==> src/rtl/core/rgbhsv_pkg.sv <==
// Package for the RGB to HSV converter: widths, divider sizing, sector codes
// and the record types passed between the front end, the queue and the back end.
// Depends on nothing.
package rgbhsv_pkg;

  localparam int unsigned CHAN_W      = 8;
  localparam int unsigned HUE_FRAC    = 6;
  localparam int unsigned HUE_W       = 15;
  localparam int unsigned HUE_SIXTY   = 60 << HUE_FRAC;
  localparam int unsigned HUE_FULL    = 360 << HUE_FRAC;
  localparam int unsigned HUE_Q_W     = $clog2(HUE_SIXTY + 1);
  localparam int unsigned DIV_STEPS   = (HUE_Q_W > CHAN_W) ? HUE_Q_W : CHAN_W;
  localparam int unsigned REM_W       = CHAN_W + DIV_STEPS;
  localparam int unsigned QUEUE_DEPTH = 4;
  localparam int unsigned QPTR_W      = $clog2(QUEUE_DEPTH);
  localparam int unsigned QCNT_W      = $clog2(QUEUE_DEPTH + 1);

  typedef logic [CHAN_W-1:0] chan_t;

  typedef enum logic [1:0] {
    SECT_RED,
    SECT_GREEN,
    SECT_BLUE
  } sector_e;

  typedef struct packed {
    chan_t   mx;
    chan_t   delta;
    chan_t   diff_mag;
    logic    diff_neg;
    sector_e sector;
    logic    gray;
  } cls_t;

  typedef struct packed {
    logic [REM_W-1:0]     rem_hue;
    logic [REM_W-1:0]     rem_sat;
    chan_t                div_hue;
    chan_t                div_sat;
    logic [DIV_STEPS-1:0] q_hue;
    logic [DIV_STEPS-1:0] q_sat;
    chan_t                mx;
    logic                 diff_neg;
    sector_e              sector;
    logic                 gray;
  } div_t;

endpackage

==> src/rtl/core/rgbhsv_if.sv <==
// Stream interfaces of the RGB to HSV converter: pixel in, HSV result out.
// Depends on rgbhsv_pkg.
interface rgbhsv_pix_if;
  logic                  valid;
  logic                  ready;
  rgbhsv_pkg::chan_t     red;
  rgbhsv_pkg::chan_t     green;
  rgbhsv_pkg::chan_t     blue;

  modport source (output valid, red, green, blue, input ready);
  modport sink   (input valid, red, green, blue, output ready);
endinterface

interface rgbhsv_hsv_if;
  logic                         valid;
  logic                         ready;
  logic [rgbhsv_pkg::HUE_W-1:0] hue;
  rgbhsv_pkg::chan_t            saturation;
  rgbhsv_pkg::chan_t            brightness;
  logic                         achromatic;

  modport source (output valid, hue, saturation, brightness, achromatic, input ready);
  modport sink   (input valid, hue, saturation, brightness, achromatic, output ready);
endinterface

==> src/rtl/core/rgbhsv_front.sv <==
// Front end: accept a pixel beat, find max, min and delta, pick the hue sector
// and the signed channel difference, and register the classified record.
// Depends on rgbhsv_pkg and rgbhsv_pix_if.
module rgbhsv_front (
  input  logic               clk_i,
  input  logic               rst_ni,
  rgbhsv_pix_if.sink         pix_i,
  output rgbhsv_pkg::cls_t   cls_o,
  output logic               cls_valid_o,
  input  logic               cls_ready_i
);

  rgbhsv_pkg::cls_t cls_d, cls_q;
  logic             valid_q;
  rgbhsv_pkg::chan_t mx, mn;
  logic [rgbhsv_pkg::CHAN_W:0] diff;

  assign pix_i.ready = !valid_q || cls_ready_i;
  assign cls_o       = cls_q;
  assign cls_valid_o = valid_q;

  always_comb begin
    mx = (pix_i.red > pix_i.green) ? pix_i.red : pix_i.green;
    mx = (mx > pix_i.blue) ? mx : pix_i.blue;
    mn = (pix_i.red < pix_i.green) ? pix_i.red : pix_i.green;
    mn = (mn < pix_i.blue) ? mn : pix_i.blue;
    if (pix_i.red >= mx) begin
      cls_d.sector = rgbhsv_pkg::SECT_RED;
      diff = {1'b0, pix_i.green} - {1'b0, pix_i.blue};
    end else if (pix_i.green >= mx) begin
      cls_d.sector = rgbhsv_pkg::SECT_GREEN;
      diff = {1'b0, pix_i.blue} - {1'b0, pix_i.red};
    end else begin
      cls_d.sector = rgbhsv_pkg::SECT_BLUE;
      diff = {1'b0, pix_i.red} - {1'b0, pix_i.green};
    end
    cls_d.mx       = mx;
    cls_d.delta    = mx - mn;
    cls_d.gray     = (mx == mn);
    cls_d.diff_neg = diff[rgbhsv_pkg::CHAN_W];
    cls_d.diff_mag = diff[rgbhsv_pkg::CHAN_W] ? rgbhsv_pkg::CHAN_W'(-diff)
                                              : diff[rgbhsv_pkg::CHAN_W-1:0];
  end

  always_ff @(posedge clk_i or negedge rst_ni) begin
    if (!rst_ni) begin
      valid_q <= 1'b0;
    end else if (pix_i.ready) begin
      valid_q <= pix_i.valid;
    end
  end

  always_ff @(posedge clk_i) begin
    if (pix_i.ready && pix_i.valid) begin
      cls_q <= cls_d;
    end
  end

endmodule

==> src/rtl/core/rgbhsv_queue.sv <==
// Short FIFO between front end and back end so each side stalls on its own.
// Depends on rgbhsv_pkg.
module rgbhsv_queue (
  input  logic               clk_i,
  input  logic               rst_ni,
  input  rgbhsv_pkg::cls_t   push_data_i,
  input  logic               push_valid_i,
  output logic               push_ready_o,
  output rgbhsv_pkg::cls_t   pop_data_o,
  output logic               pop_valid_o,
  input  logic               pop_ready_i
);

  rgbhsv_pkg::cls_t                  mem_q [rgbhsv_pkg::QUEUE_DEPTH];
  logic [rgbhsv_pkg::QPTR_W-1:0]     wr_ptr_q, rd_ptr_q;
  logic [rgbhsv_pkg::QCNT_W-1:0]     count_q, count_d;
  logic                              push, pop;

  assign push_ready_o = (count_q != rgbhsv_pkg::QCNT_W'(rgbhsv_pkg::QUEUE_DEPTH));
  assign pop_valid_o  = (count_q != '0);
  assign pop_data_o   = mem_q[rd_ptr_q];
  assign push         = push_valid_i && push_ready_o;
  assign pop          = pop_valid_o && pop_ready_i;

  always_comb begin
    count_d = count_q;
    if (push && !pop) begin
      count_d = count_q + 1'b1;
    end else if (pop && !push) begin
      count_d = count_q - 1'b1;
    end
  end

  always_ff @(posedge clk_i or negedge rst_ni) begin
    if (!rst_ni) begin
      wr_ptr_q <= '0;
      rd_ptr_q <= '0;
      count_q  <= '0;
    end else begin
      if (push) begin
        wr_ptr_q <= wr_ptr_q + 1'b1;
      end
      if (pop) begin
        rd_ptr_q <= rd_ptr_q + 1'b1;
      end
      count_q <= count_d;
    end
  end

  always_ff @(posedge clk_i) begin
    if (push) begin
      mem_q[wr_ptr_q] <= push_data_i;
    end
  end

`ifndef SYNTH
  a_count_bound: assert property (@(posedge clk_i) disable iff (!rst_ni)
    count_q <= rgbhsv_pkg::QCNT_W'(rgbhsv_pkg::QUEUE_DEPTH))
    else $error("queue count above depth");
  a_push_grows: assert property (@(posedge clk_i) disable iff (!rst_ni)
    push && !pop |=> count_q == $past(count_q) + 1'b1)
    else $error("queue count did not grow on push");
  a_ptr_gap: assert property (@(posedge clk_i) disable iff (!rst_ni)
    count_q != rgbhsv_pkg::QCNT_W'(rgbhsv_pkg::QUEUE_DEPTH) |->
      rgbhsv_pkg::QPTR_W'(wr_ptr_q - rd_ptr_q) == rgbhsv_pkg::QPTR_W'(count_q))
    else $error("queue pointers disagree with count");
`endif

endmodule

==> src/rtl/core/rgbhsv_back.sv <==
// Back end: scale the operands, run both divisions one quotient bit per stage,
// then add the sector base, wrap negative hue and register the result beat.
// Depends on rgbhsv_pkg and rgbhsv_hsv_if.
module rgbhsv_back (
  input  logic               clk_i,
  input  logic               rst_ni,
  input  rgbhsv_pkg::cls_t   cls_i,
  input  logic               cls_valid_i,
  output logic               cls_ready_o,
  rgbhsv_hsv_if.source       hsv_o
);

  localparam int unsigned NST = rgbhsv_pkg::DIV_STEPS;
  localparam int unsigned HW  = rgbhsv_pkg::HUE_W;

  function automatic rgbhsv_pkg::div_t div_step(rgbhsv_pkg::div_t s, int unsigned bit_i);
    rgbhsv_pkg::div_t              n;
    logic [rgbhsv_pkg::REM_W-1:0]  dh;
    logic [rgbhsv_pkg::REM_W-1:0]  ds;
    n  = s;
    dh = rgbhsv_pkg::REM_W'(s.div_hue) << bit_i;
    ds = rgbhsv_pkg::REM_W'(s.div_sat) << bit_i;
    if (s.rem_hue >= dh) begin
      n.rem_hue      = s.rem_hue - dh;
      n.q_hue[bit_i] = 1'b1;
    end
    if (s.rem_sat >= ds) begin
      n.rem_sat      = s.rem_sat - ds;
      n.q_sat[bit_i] = 1'b1;
    end
    return n;
  endfunction

  logic                     en;
  logic [NST:0]             vld_q;
  rgbhsv_pkg::div_t         st_q [NST+1];
  rgbhsv_pkg::div_t         load;
  logic [HW:0]              base, quo, hue_full;
  logic [HW-1:0]            hue_d;

  assign en          = !hsv_o.valid || hsv_o.ready;
  assign cls_ready_o = en;

  always_comb begin
    load          = '0;
    load.rem_hue  = rgbhsv_pkg::REM_W'(rgbhsv_pkg::HUE_SIXTY * cls_i.diff_mag);
    load.rem_sat  = (rgbhsv_pkg::REM_W'(cls_i.delta) << rgbhsv_pkg::CHAN_W)
                    - rgbhsv_pkg::REM_W'(cls_i.delta);
    load.div_hue  = cls_i.delta;
    load.div_sat  = cls_i.mx;
    load.mx       = cls_i.mx;
    load.diff_neg = cls_i.diff_neg;
    load.sector   = cls_i.sector;
    load.gray     = cls_i.gray;
  end

  always_ff @(posedge clk_i or negedge rst_ni) begin
    if (!rst_ni) begin
      vld_q <= '0;
    end else if (en) begin
      vld_q <= {vld_q[NST-1:0], cls_valid_i};
    end
  end

  always_ff @(posedge clk_i) begin
    if (en) begin
      st_q[0] <= load;
    end
  end

  for (genvar k = 1; k <= NST; k++) begin : g_div
    always_ff @(posedge clk_i) begin
      if (en) begin
        st_q[k] <= div_step(st_q[k-1], NST - k);
      end
    end
  end

  always_comb begin
    unique case (st_q[NST].sector)
      rgbhsv_pkg::SECT_RED:   base = '0;
      rgbhsv_pkg::SECT_GREEN: base = (HW+1)'(2 * rgbhsv_pkg::HUE_SIXTY);
      rgbhsv_pkg::SECT_BLUE:  base = (HW+1)'(4 * rgbhsv_pkg::HUE_SIXTY);
      default:                base = '0;
    endcase
    quo      = (HW+1)'(st_q[NST].q_hue);
    hue_full = (HW+1)'(rgbhsv_pkg::HUE_FULL);
    if (!st_q[NST].diff_neg) begin
      hue_d = HW'(base + quo);
    end else if (base < quo) begin
      hue_d = HW'(hue_full + base - quo);
    end else begin
      hue_d = HW'(base - quo);
    end
  end

  always_ff @(posedge clk_i or negedge rst_ni) begin
    if (!rst_ni) begin
      hsv_o.valid <= 1'b0;
    end else if (en) begin
      hsv_o.valid <= vld_q[NST];
    end
  end

  always_ff @(posedge clk_i) begin
    if (en) begin
      hsv_o.hue        <= st_q[NST].gray ? '0 : hue_d;
      hsv_o.saturation <= st_q[NST].gray ? '0
                          : st_q[NST].q_sat[rgbhsv_pkg::CHAN_W-1:0];
      hsv_o.brightness <= st_q[NST].mx;
      hsv_o.achromatic <= st_q[NST].gray;
    end
  end

`ifndef SYNTH
  a_gray_zero: assert property (@(posedge clk_i) disable iff (!rst_ni)
    hsv_o.valid && hsv_o.achromatic |-> hsv_o.hue == '0 && hsv_o.saturation == '0)
    else $error("gray beat with nonzero hue or saturation");
  a_hue_range: assert property (@(posedge clk_i) disable iff (!rst_ni)
    hsv_o.valid |-> hsv_o.hue < HW'(rgbhsv_pkg::HUE_FULL))
    else $error("hue out of range");
  a_color_bright: assert property (@(posedge clk_i) disable iff (!rst_ni)
    hsv_o.valid && !hsv_o.achromatic |-> hsv_o.brightness != '0)
    else $error("colored beat with zero brightness");
`endif

endmodule

==> src/rtl/core/rgb_to_hsv_converter.sv <==
// Top level of the RGB to HSV converter: front end, queue, divider back end.
// Depends on rgbhsv_pkg, rgbhsv_if, rgbhsv_front, rgbhsv_queue, rgbhsv_back.
//
//   channel  dir  fields                                      handshake
//   pix_i    in   red, green, blue (8b each)                  valid/ready
//   hsv_o    out  hue (15b), saturation, brightness, achromatic  valid/ready
//
// One pixel per clock sustained while the output accepts result beats.
// The path is 16 registers: front, queue slot, operand load, 12 divider
// stages (one quotient bit of hue and saturation each), output.
// Reset clears the valid bits and the queue pointers; payload is not reset.
// An output stall freezes the back end; the 4-beat queue lets the front end
// keep accepting pixels until it fills.
module rgb_to_hsv_converter (
  input  logic          clk_i,
  input  logic          rst_ni,
  rgbhsv_pix_if.sink    pix_i,
  rgbhsv_hsv_if.source  hsv_o
);

  rgbhsv_pkg::cls_t front_cls, queue_cls;
  logic             front_valid, front_ready;
  logic             queue_valid, back_ready;

  rgbhsv_front u_front (
    .clk_i       (clk_i),
    .rst_ni      (rst_ni),
    .pix_i       (pix_i),
    .cls_o       (front_cls),
    .cls_valid_o (front_valid),
    .cls_ready_i (front_ready)
  );

  rgbhsv_queue u_queue (
    .clk_i        (clk_i),
    .rst_ni       (rst_ni),
    .push_data_i  (front_cls),
    .push_valid_i (front_valid),
    .push_ready_o (front_ready),
    .pop_data_o   (queue_cls),
    .pop_valid_o  (queue_valid),
    .pop_ready_i  (back_ready)
  );

  rgbhsv_back u_back (
    .clk_i       (clk_i),
    .rst_ni      (rst_ni),
    .cls_i       (queue_cls),
    .cls_valid_i (queue_valid),
    .cls_ready_o (back_ready),
    .hsv_o       (hsv_o)
  );

endmodule
==> src/flat_wrapper.sv <==
// flat-port wrapper written by rule: the top's interface ports become plain ports
module rgb_to_hsv_converter_flat 
  (clk_i, rst_ni, pix_i_valid, pix_i_red, pix_i_green, pix_i_blue, pix_i_ready, hsv_o_valid, hsv_o_hue, hsv_o_saturation, hsv_o_brightness, hsv_o_achromatic, hsv_o_ready);
  rgbhsv_pix_if pix_i_i ();
  rgbhsv_hsv_if hsv_o_i ();
  input  logic clk_i;
  input  logic rst_ni;
  input wire logic [$bits(pix_i_i.valid)-1:0] pix_i_valid;
  input wire logic [$bits(pix_i_i.red)-1:0] pix_i_red;
  input wire logic [$bits(pix_i_i.green)-1:0] pix_i_green;
  input wire logic [$bits(pix_i_i.blue)-1:0] pix_i_blue;
  output wire logic [$bits(pix_i_i.ready)-1:0] pix_i_ready;
  output wire logic [$bits(hsv_o_i.valid)-1:0] hsv_o_valid;
  output wire logic [$bits(hsv_o_i.hue)-1:0] hsv_o_hue;
  output wire logic [$bits(hsv_o_i.saturation)-1:0] hsv_o_saturation;
  output wire logic [$bits(hsv_o_i.brightness)-1:0] hsv_o_brightness;
  output wire logic [$bits(hsv_o_i.achromatic)-1:0] hsv_o_achromatic;
  input wire logic [$bits(hsv_o_i.ready)-1:0] hsv_o_ready;
  assign pix_i_i.valid = pix_i_valid;
  assign pix_i_i.red = pix_i_red;
  assign pix_i_i.green = pix_i_green;
  assign pix_i_i.blue = pix_i_blue;
  assign pix_i_ready = pix_i_i.ready;
  assign hsv_o_valid = hsv_o_i.valid;
  assign hsv_o_hue = hsv_o_i.hue;
  assign hsv_o_saturation = hsv_o_i.saturation;
  assign hsv_o_brightness = hsv_o_i.brightness;
  assign hsv_o_achromatic = hsv_o_i.achromatic;
  assign hsv_o_i.ready = hsv_o_ready;
  rgb_to_hsv_converter u_core (.clk_i(clk_i), .rst_ni(rst_ni), .pix_i(pix_i_i), .hsv_o(hsv_o_i));
endmodule
==> config.mk <==
export PLATFORM = sky130hd
export DESIGN_NAME = rgb_to_hsv_converter_flat
export DESIGN_NICKNAME = d
export VERILOG_FILES = /design/src/rtl/core/rgbhsv_pkg.sv /design/src/rtl/core/rgbhsv_if.sv /design/src/rtl/core/rgbhsv_front.sv /design/src/rtl/core/rgbhsv_queue.sv /design/src/rtl/core/rgbhsv_back.sv /design/src/rtl/core/rgb_to_hsv_converter.sv /design/src/flat_wrapper.sv
export SDC_FILE = /design/constraint.sdc
export NUM_CORES = 2
export LEC_CHECK = 0
export BUFFER_PORTS_ARGS = -buffer_cell sky130_fd_sc_hd__buf_2
export CORE_MARGIN = 1
export CORE_UTILIZATION = 50
export CTS_CLUSTER_DIAMETER = 120
export DETAILED_ROUTE_END_ITERATION = 10
export PLACE_DENSITY = 0.66
export REMOVE_ABC_BUFFERS = 1
export SYNTH_ARGS = -nofsm -noshare
export SYNTH_HDL_FRONTEND = slang
export SYNTH_HIERARCHICAL = 1
export SYNTH_SLANG_ARGS = --single-unit
==> constraint.sdc <==
create_clock -name clk_i -period 37.6 [get_ports clk_i]
set_clock_uncertainty 0.1 [all_clocks]
set_input_delay 1.88 -clock clk_i [delete_from_list [all_inputs] [get_ports clk_i]]
set_output_delay 1.88 -clock clk_i [all_outputs]
set_load 0.02 [all_outputs]
=== After elaboration in Yosys (flattened, before gate mapping) ===
Memories as Yosys holds them, arrays and structs flattened.
Cells that the tools add are included.

* Register bits after elaboration: 82
* Memory bits (writable): 1308
* Word-level logic and storage cells: 218
* Memories: 2

* Add/sub/neg operators: 38
* $mul: 1
* Magnitude comparators: 31
* Equal/unequal tests: 4
* Multiplexer cells: 113
* Reductions and logical operators: 13

{| class="wikitable"
|+ Memory list
! memory !! words !! bits a word !! rd ports !! clocked after memory_dff !! write ports !! line !! text
|-
| u_core.u_back.st_q || 13 || 92 || 13 || 0 || 13 || rgbhsv_back.sv:36 || <nowiki>rgbhsv_pkg::div_t st_q [NST+1];</nowiki>
|-
| u_core.u_queue.mem_q || 4 || 28 || 1 || 0 || 1 || rgbhsv_queue.sv:14 || <nowiki>rgbhsv_pkg::cls_t mem_q [rgbhsv_pkg::QUEUE_DEPTH];</nowiki>
|}

{| class="wikitable"
|+ Operator list
! kind !! count
|-
| 20-bit 2-to-1 mux || 48
|-
| 1-bit 2-to-1 mux || 52
|-
| 20-bit by 10-bit >= comparator with 1-bit output || 2
|-
| 20-bit by 11-bit >= comparator with 1-bit output || 2
|-
| 20-bit by 12-bit >= comparator with 1-bit output || 2
|-
| 20-bit by 13-bit >= comparator with 1-bit output || 2
|-
| 20-bit by 14-bit >= comparator with 1-bit output || 2
|-
| 20-bit by 15-bit >= comparator with 1-bit output || 2
|-
| 20-bit by 16-bit >= comparator with 1-bit output || 2
|-
| 20-bit by 17-bit >= comparator with 1-bit output || 2
|-
| 20-bit by 18-bit >= comparator with 1-bit output || 2
|-
| 20-bit by 19-bit >= comparator with 1-bit output || 2
|-
| 20-bit by 8-bit >= comparator with 1-bit output || 2
|-
| 20-bit by 9-bit >= comparator with 1-bit output || 2
|-
| 8-bit 2-to-1 mux || 5
|-
| 20-bit by 10-bit subtractor with 20-bit output || 2
|-
| 20-bit by 11-bit subtractor with 20-bit output || 2
|-
| 20-bit by 12-bit subtractor with 20-bit output || 2
|-
| 20-bit by 13-bit subtractor with 20-bit output || 2
|-
| 20-bit by 14-bit subtractor with 20-bit output || 2
|-
| 20-bit by 15-bit subtractor with 20-bit output || 2
|-
| 20-bit by 16-bit subtractor with 20-bit output || 2
|-
| 20-bit by 17-bit subtractor with 20-bit output || 2
|-
| 20-bit by 18-bit subtractor with 20-bit output || 2
|-
| 32 further kinds || 53
|}

=== Logic depth before layout (Yosys ltp) ===
* Depth after elaboration: 9
* Depth in mapped cells: 31
* Gate-level depth less buffers: 29

=== Modules after synthesis ===
The synthesis kept the hierarchy.

{| class="wikitable"
|+ By module, submodules not included
! module !! instances !! cells an instance !! area an instance (um^2)
|-
| rgbhsv_back || 1 || 3113 || 39842.0
|-
| rgbhsv_queue || 1 || 181 || 4456.8
|-
| rgbhsv_front || 1 || 433 || 3813.7
|}

=== Worst setup path before layout ===
Ideal clock, no wire load.

* Path type: input-to-reg
* From: in hsv_o_ready
* To: reg u_core/u_queue/count_q[1] (netlist name)
* Setup time: 125 ps
* Data arrival time: 27523 ps
* Path slack: 9852 ps
* Cell stages on the path: 8
* Path buffers: 2
* Cells stage by stage: nand2b_1 > clkbuf_1 > clkbuf_1 > nand2_1 > ha_1 > inv_1 > fa_1 > mux2_2

* Cells in the longest elaborated chain, start to end: 5
* Elaborated cells between the ends (all ways): 7

{| class="wikitable"
|+ RTL lines
! item !! line !! text
|-
| start: declaration || flat_wrapper.sv:18 || <nowiki>input wire logic [$bits(hsv_o_i.ready)-1:0] hsv_o_ready;</nowiki>
|-
| 1-bit logical OR || rgbhsv_back.sv:41 || <nowiki>assign en = !hsv_o.valid || hsv_o.ready;</nowiki>
|-
| via u_core.back_ready || rgb_to_hsv_converter.sv:23 || <nowiki>logic queue_valid, back_ready;</nowiki>
|-
| 1-bit logical AND || rgbhsv_queue.sv:23 || <nowiki>assign pop = pop_valid_o && pop_ready_i;</nowiki>
|-
| 1-bit zero test || rgbhsv_queue.sv:27 || <nowiki>if (push && !pop) begin</nowiki>
|-
| 1-bit logical AND || rgbhsv_queue.sv:27 ||
|-
| 3-bit 2-to-1 mux || rgbhsv_queue.sv:27 ||
|-
| via u_core.u_queue.count_d, one bit || rgbhsv_queue.sv:16 || <nowiki>logic [rgbhsv_pkg::QCNT_W-1:0] count_q, count_d;</nowiki>
|-
| end signal: assignment || rgbhsv_queue.sv:46 || <nowiki>count_q <= count_d;</nowiki>
|-
| end: declaration || rgbhsv_queue.sv:16 ||
|}

The timed path passes the listed nets, and every way through them passes these cells.
A chain may end at the register's enable or synchronous reset.

==> summary.txt <==
Timing
  • RSZ-0062 raised after global routing: no
  • Slew margin rel.: 17.7%
  • Final setup margin: ~29000 ps
  • Setup_tns: 0 ps
  • Max-slew violation count: 0
  • Slew @ Worst Pin: roughly 1200 ps
  • Fmax: between 0.1 and 0.15 GHz
  • Setup violators final: 0
  • Final period util: between 20% and 30%
  • Fin. Hold Viols: 0
  • Min Tclk post-route: 8260 ps

Hold path
  • Worst Hold Class: flip-flop to flip-flop
  • Worst hold start: u_core/u_back/st_q[0][185]$_DFFE_PP_

Power and ir drop
  • Worst ir drop on vdd: roughly 65 uV
  • Pwr/cell area: between 90 and 100 mW/mm^2
  • Overall Power: slightly below 0.005 W
  • Leak: 20.0 nW

Die
  • Die ar.: approximately 0.097 sq mm
  • Initial core utilization: between 50% and 60%
  • Core region area: about 0.095 sq mm
  • Number of top-level pins: a little over 60
  • FP Rows: between 100 and 150
  • Die width: approximately 310 um
  • Die Y-Extent: around 310 um

Worst setup path
  • Reg2reg start: u_core/u_queue/rd_ptr_q[0]$_DFFE_PN0P_
  • Slowest-stage cell, CP: a211oi_2
  • Critical path startpoint: pix_i_green[2]
  • Critical path data required time: about 38000 ps
  • Nature of the critical path endpoint: flip-flop
  • Setup crit start kind: input port
  • Critical Path Max Stage Delay: around 660 ps
  • Critical path arrival: around 8600 ps
  • Crit-path max FO: 14
  • Setup CP Type: input port to flip-flop

Clock network
  • Clock sinks: 957
  • Total CTS buffers: ~100
  • Insertion delay to the later sink of the worst-skew pair: roughly 650 ps
  • Setup Buffers After CTS: 0
  • # H-tree levels: 3
  • Clock Pin Slew Worst Setup and Hold Paths: 60 ps
  • Clk root buf: clkbuf_16
  • # resized after CTS: 0
  • CTS tree: built
  • # hold bufs at CTS: 0
  • Longest Clk Path Bufs: 3

Detailed routing
  • DR iter-0 viols: between 1.5k and 2k
  • ANT nets after route: 0
  • Pre-Repair DR Iteration Count: 5
  • Via count: roughly 28k
  • DRC violations left: 0
  • Average wire per standard cell: roughly 16 um
  • Vias per cell: 5.41
  • Final WL: about 84000 um

Logic synthesis
  • #FFs+latches synth: roughly 960
  • Synth cell count leaders: edfxtp_1 (935), inv_1 (334), ha_1 (289)
  • Syn Area/Cell: roughly 13 sq um
  • Synth unique cells: 100
  • Synth top area cells: edfxtp_1 (58%), ha_1 (7.5%), inv_1 (2.6%)
  • Synth area leader: edfxtp_1
  • Register area share after synthesis: 59.5%
  • Cell Area, Synth: 0.0481 sq mm
  • Most common cell in the netlist: edfxtp_1
  • Synth warn: 6
  • Top FF cell, synth: edfxtp_1
  • Post-Syn Instances: 3727
  • Post-synth EDFFs: between 900 and 1k
  • Post-synth top area share: between 50% and 60%
  • Ys async rst share: under 10%

Run status
  • Outcome: finished clean

Layout
  • Fin cells: approximately 5.2k
  • N_diodes: 0
  • Area growth, synth to finish: 10.7%
  • Final instance area: around 0.053 sq mm
  • Fraction of layout cells with a size suffix above 1: 9.97%
  • Fillers: approximately 7.7k
  • Final net count: 4208

Global routing
  • Global-route wire length before repair: approximately 140000 um
  • Largest net degree at the start of global routing: about 190
  • Gr usage total: 17.2%
  • Initial antenna violation count: 0
  • Total congestion overflow: 0
  • Vias in the first global route: 28.4k

Placed design
  • DP Worst Slack: between 20000 and 30000 ps
  • DPL Wire Length: between 60000 and 70000 um
  • Placed inst area: about 0.050 sq mm
  • Placed insts: 5012
  • Routability cong.: slightly above 0.9
  • # port buffers: 61

Run
  • Max_cap viols: 0
per-stage QoR:
step | hold WS (ps) | utilization [%]
detailed placement | 305 | 52.4
CTS | 313 | 56.0
finish | 312 | 56.0
global route | 318 | 56.0
global placement | 300 | 52.4
floorplan | 300 | -
report_power, final:
group	switching (W)	total [W]	leakage, nW	internal [W]
Sequential	0.000215	0.00197	9.17	0.00175
Clock	0.000398	0.000996	1.64	0.000598
Combinational	0.00110	0.00200	9.24	0.000899
Total	0.00171	0.00496	20.0	0.00325
layer usage:
metal,routed length (um),part of all wire (%),up-vias,GRT usage [%]
met3,2390,2.8,155,2.46
met4,2590,3.1,0,6.51
met2,46100,55,396,33.7
li1,-,-,14100,-
met5,0,0,-,0
met1,33000,39,13400,18.4
cells by family (layout without fill, tap and decap cells):
kind of cell               Yosys count  count (layout)  share of synthesized area, %
AOI/OAI and AO/OA                  715             715                          9.75
xor gates and xnor gates           238             238                          4.33
adders and majority gates          330             330                          9.22
buffers and inverters              389             594                          3.16
DFF                                957             957                          59.5
muxes                              138             138                          3.79
other                                1               1                       0.00779
and+or+nand+nor                    959             959                          10.2
area by class of cell:
class	instances	area (sq um)	share of cell area, %
Clock buffer	122	2680	5.03
Clock inverter	63	696	1.31
Inverter	334	1250	2.35
Multi-Input combinational cell	2381	18000	33.8
Sequential cell	957	28600	53.7
Tap cell	1265	1580	2.97
Timing Repair Buffer	75	435	0.817
path summary, 6_finish.rpt:
check	endpoint	slack [ps]	cells after the start
min in group asynchronous	u_core/u_back/vld_q[1]$_DFFE_PN0P_	1100	1
worst max-delay path	u_core/u_front/cls_o[10]$_DFFE_PP_	29340	31
worst min-delay path	u_core/u_back/st_q[0][277]$_DFFE_PP_	310	0
worst max register to register	u_core/u_back/st_q[0][91]$_DFFE_PP_	32750	11
worst min register to register	u_core/u_back/st_q[0][277]$_DFFE_PP_	310	0
max in group asynchronous	u_core/u_queue/rd_ptr_q[0]$_DFFE_PN0P_	35940	1
state kept, by name (all words and copies together), names as in the netlist:
name / count
u_core/u_back/st_q: 763
u_core/u_back/hsv_o.brightness: 8
u_core/u_back/hsv_o.hue: 15
u_core/u_queue/count_q: 3
u_core/u_queue/wr_ptr_q: 2
u_core/u_back/hsv_o.achromatic: 1
u_core/u_front/cls_o: 28
u_core/u_queue/mem_q: 112
u_core/u_back/hsv_o.valid: 1
u_core/u_queue/rd_ptr_q: 2
u_core/u_back/vld_q: 13
u_core/u_back/hsv_o.saturation: 8
u_core/u_front/cls_valid_o: 1
layout by cell type, fill, tap and decap left out, types with 54 or more instances in the layout:
master and count:
a21oi_1 164, buf_2 61, clkbuf_16 103, edfxtp_1 935, ha_1 289, inv_1 334, mux2_2 67, nand2_1 200
nand2b_1 60, nor2_1 254, nor2b_1 74, nor3_1 86, nor4_1 54, o21ai_0 194, xnor2_1 129, xor2_1 109
worst max-delay path, delay by kind of cell:
| kind | cells | cell delay, ps |
|---|---|---|
| xor gates and xnor gates | 1 | 100 |
| buffers and inverters | 6 | 730 |
| and+or+nand+nor | 6 | 730 |
| muxes | 2 | 500 |
| adders and majority gates | 4 | 1160 |
| AOI/OAI and AO/OA | 12 | 3430 |
Note: power is estimated with default switching activity, not from simulation.
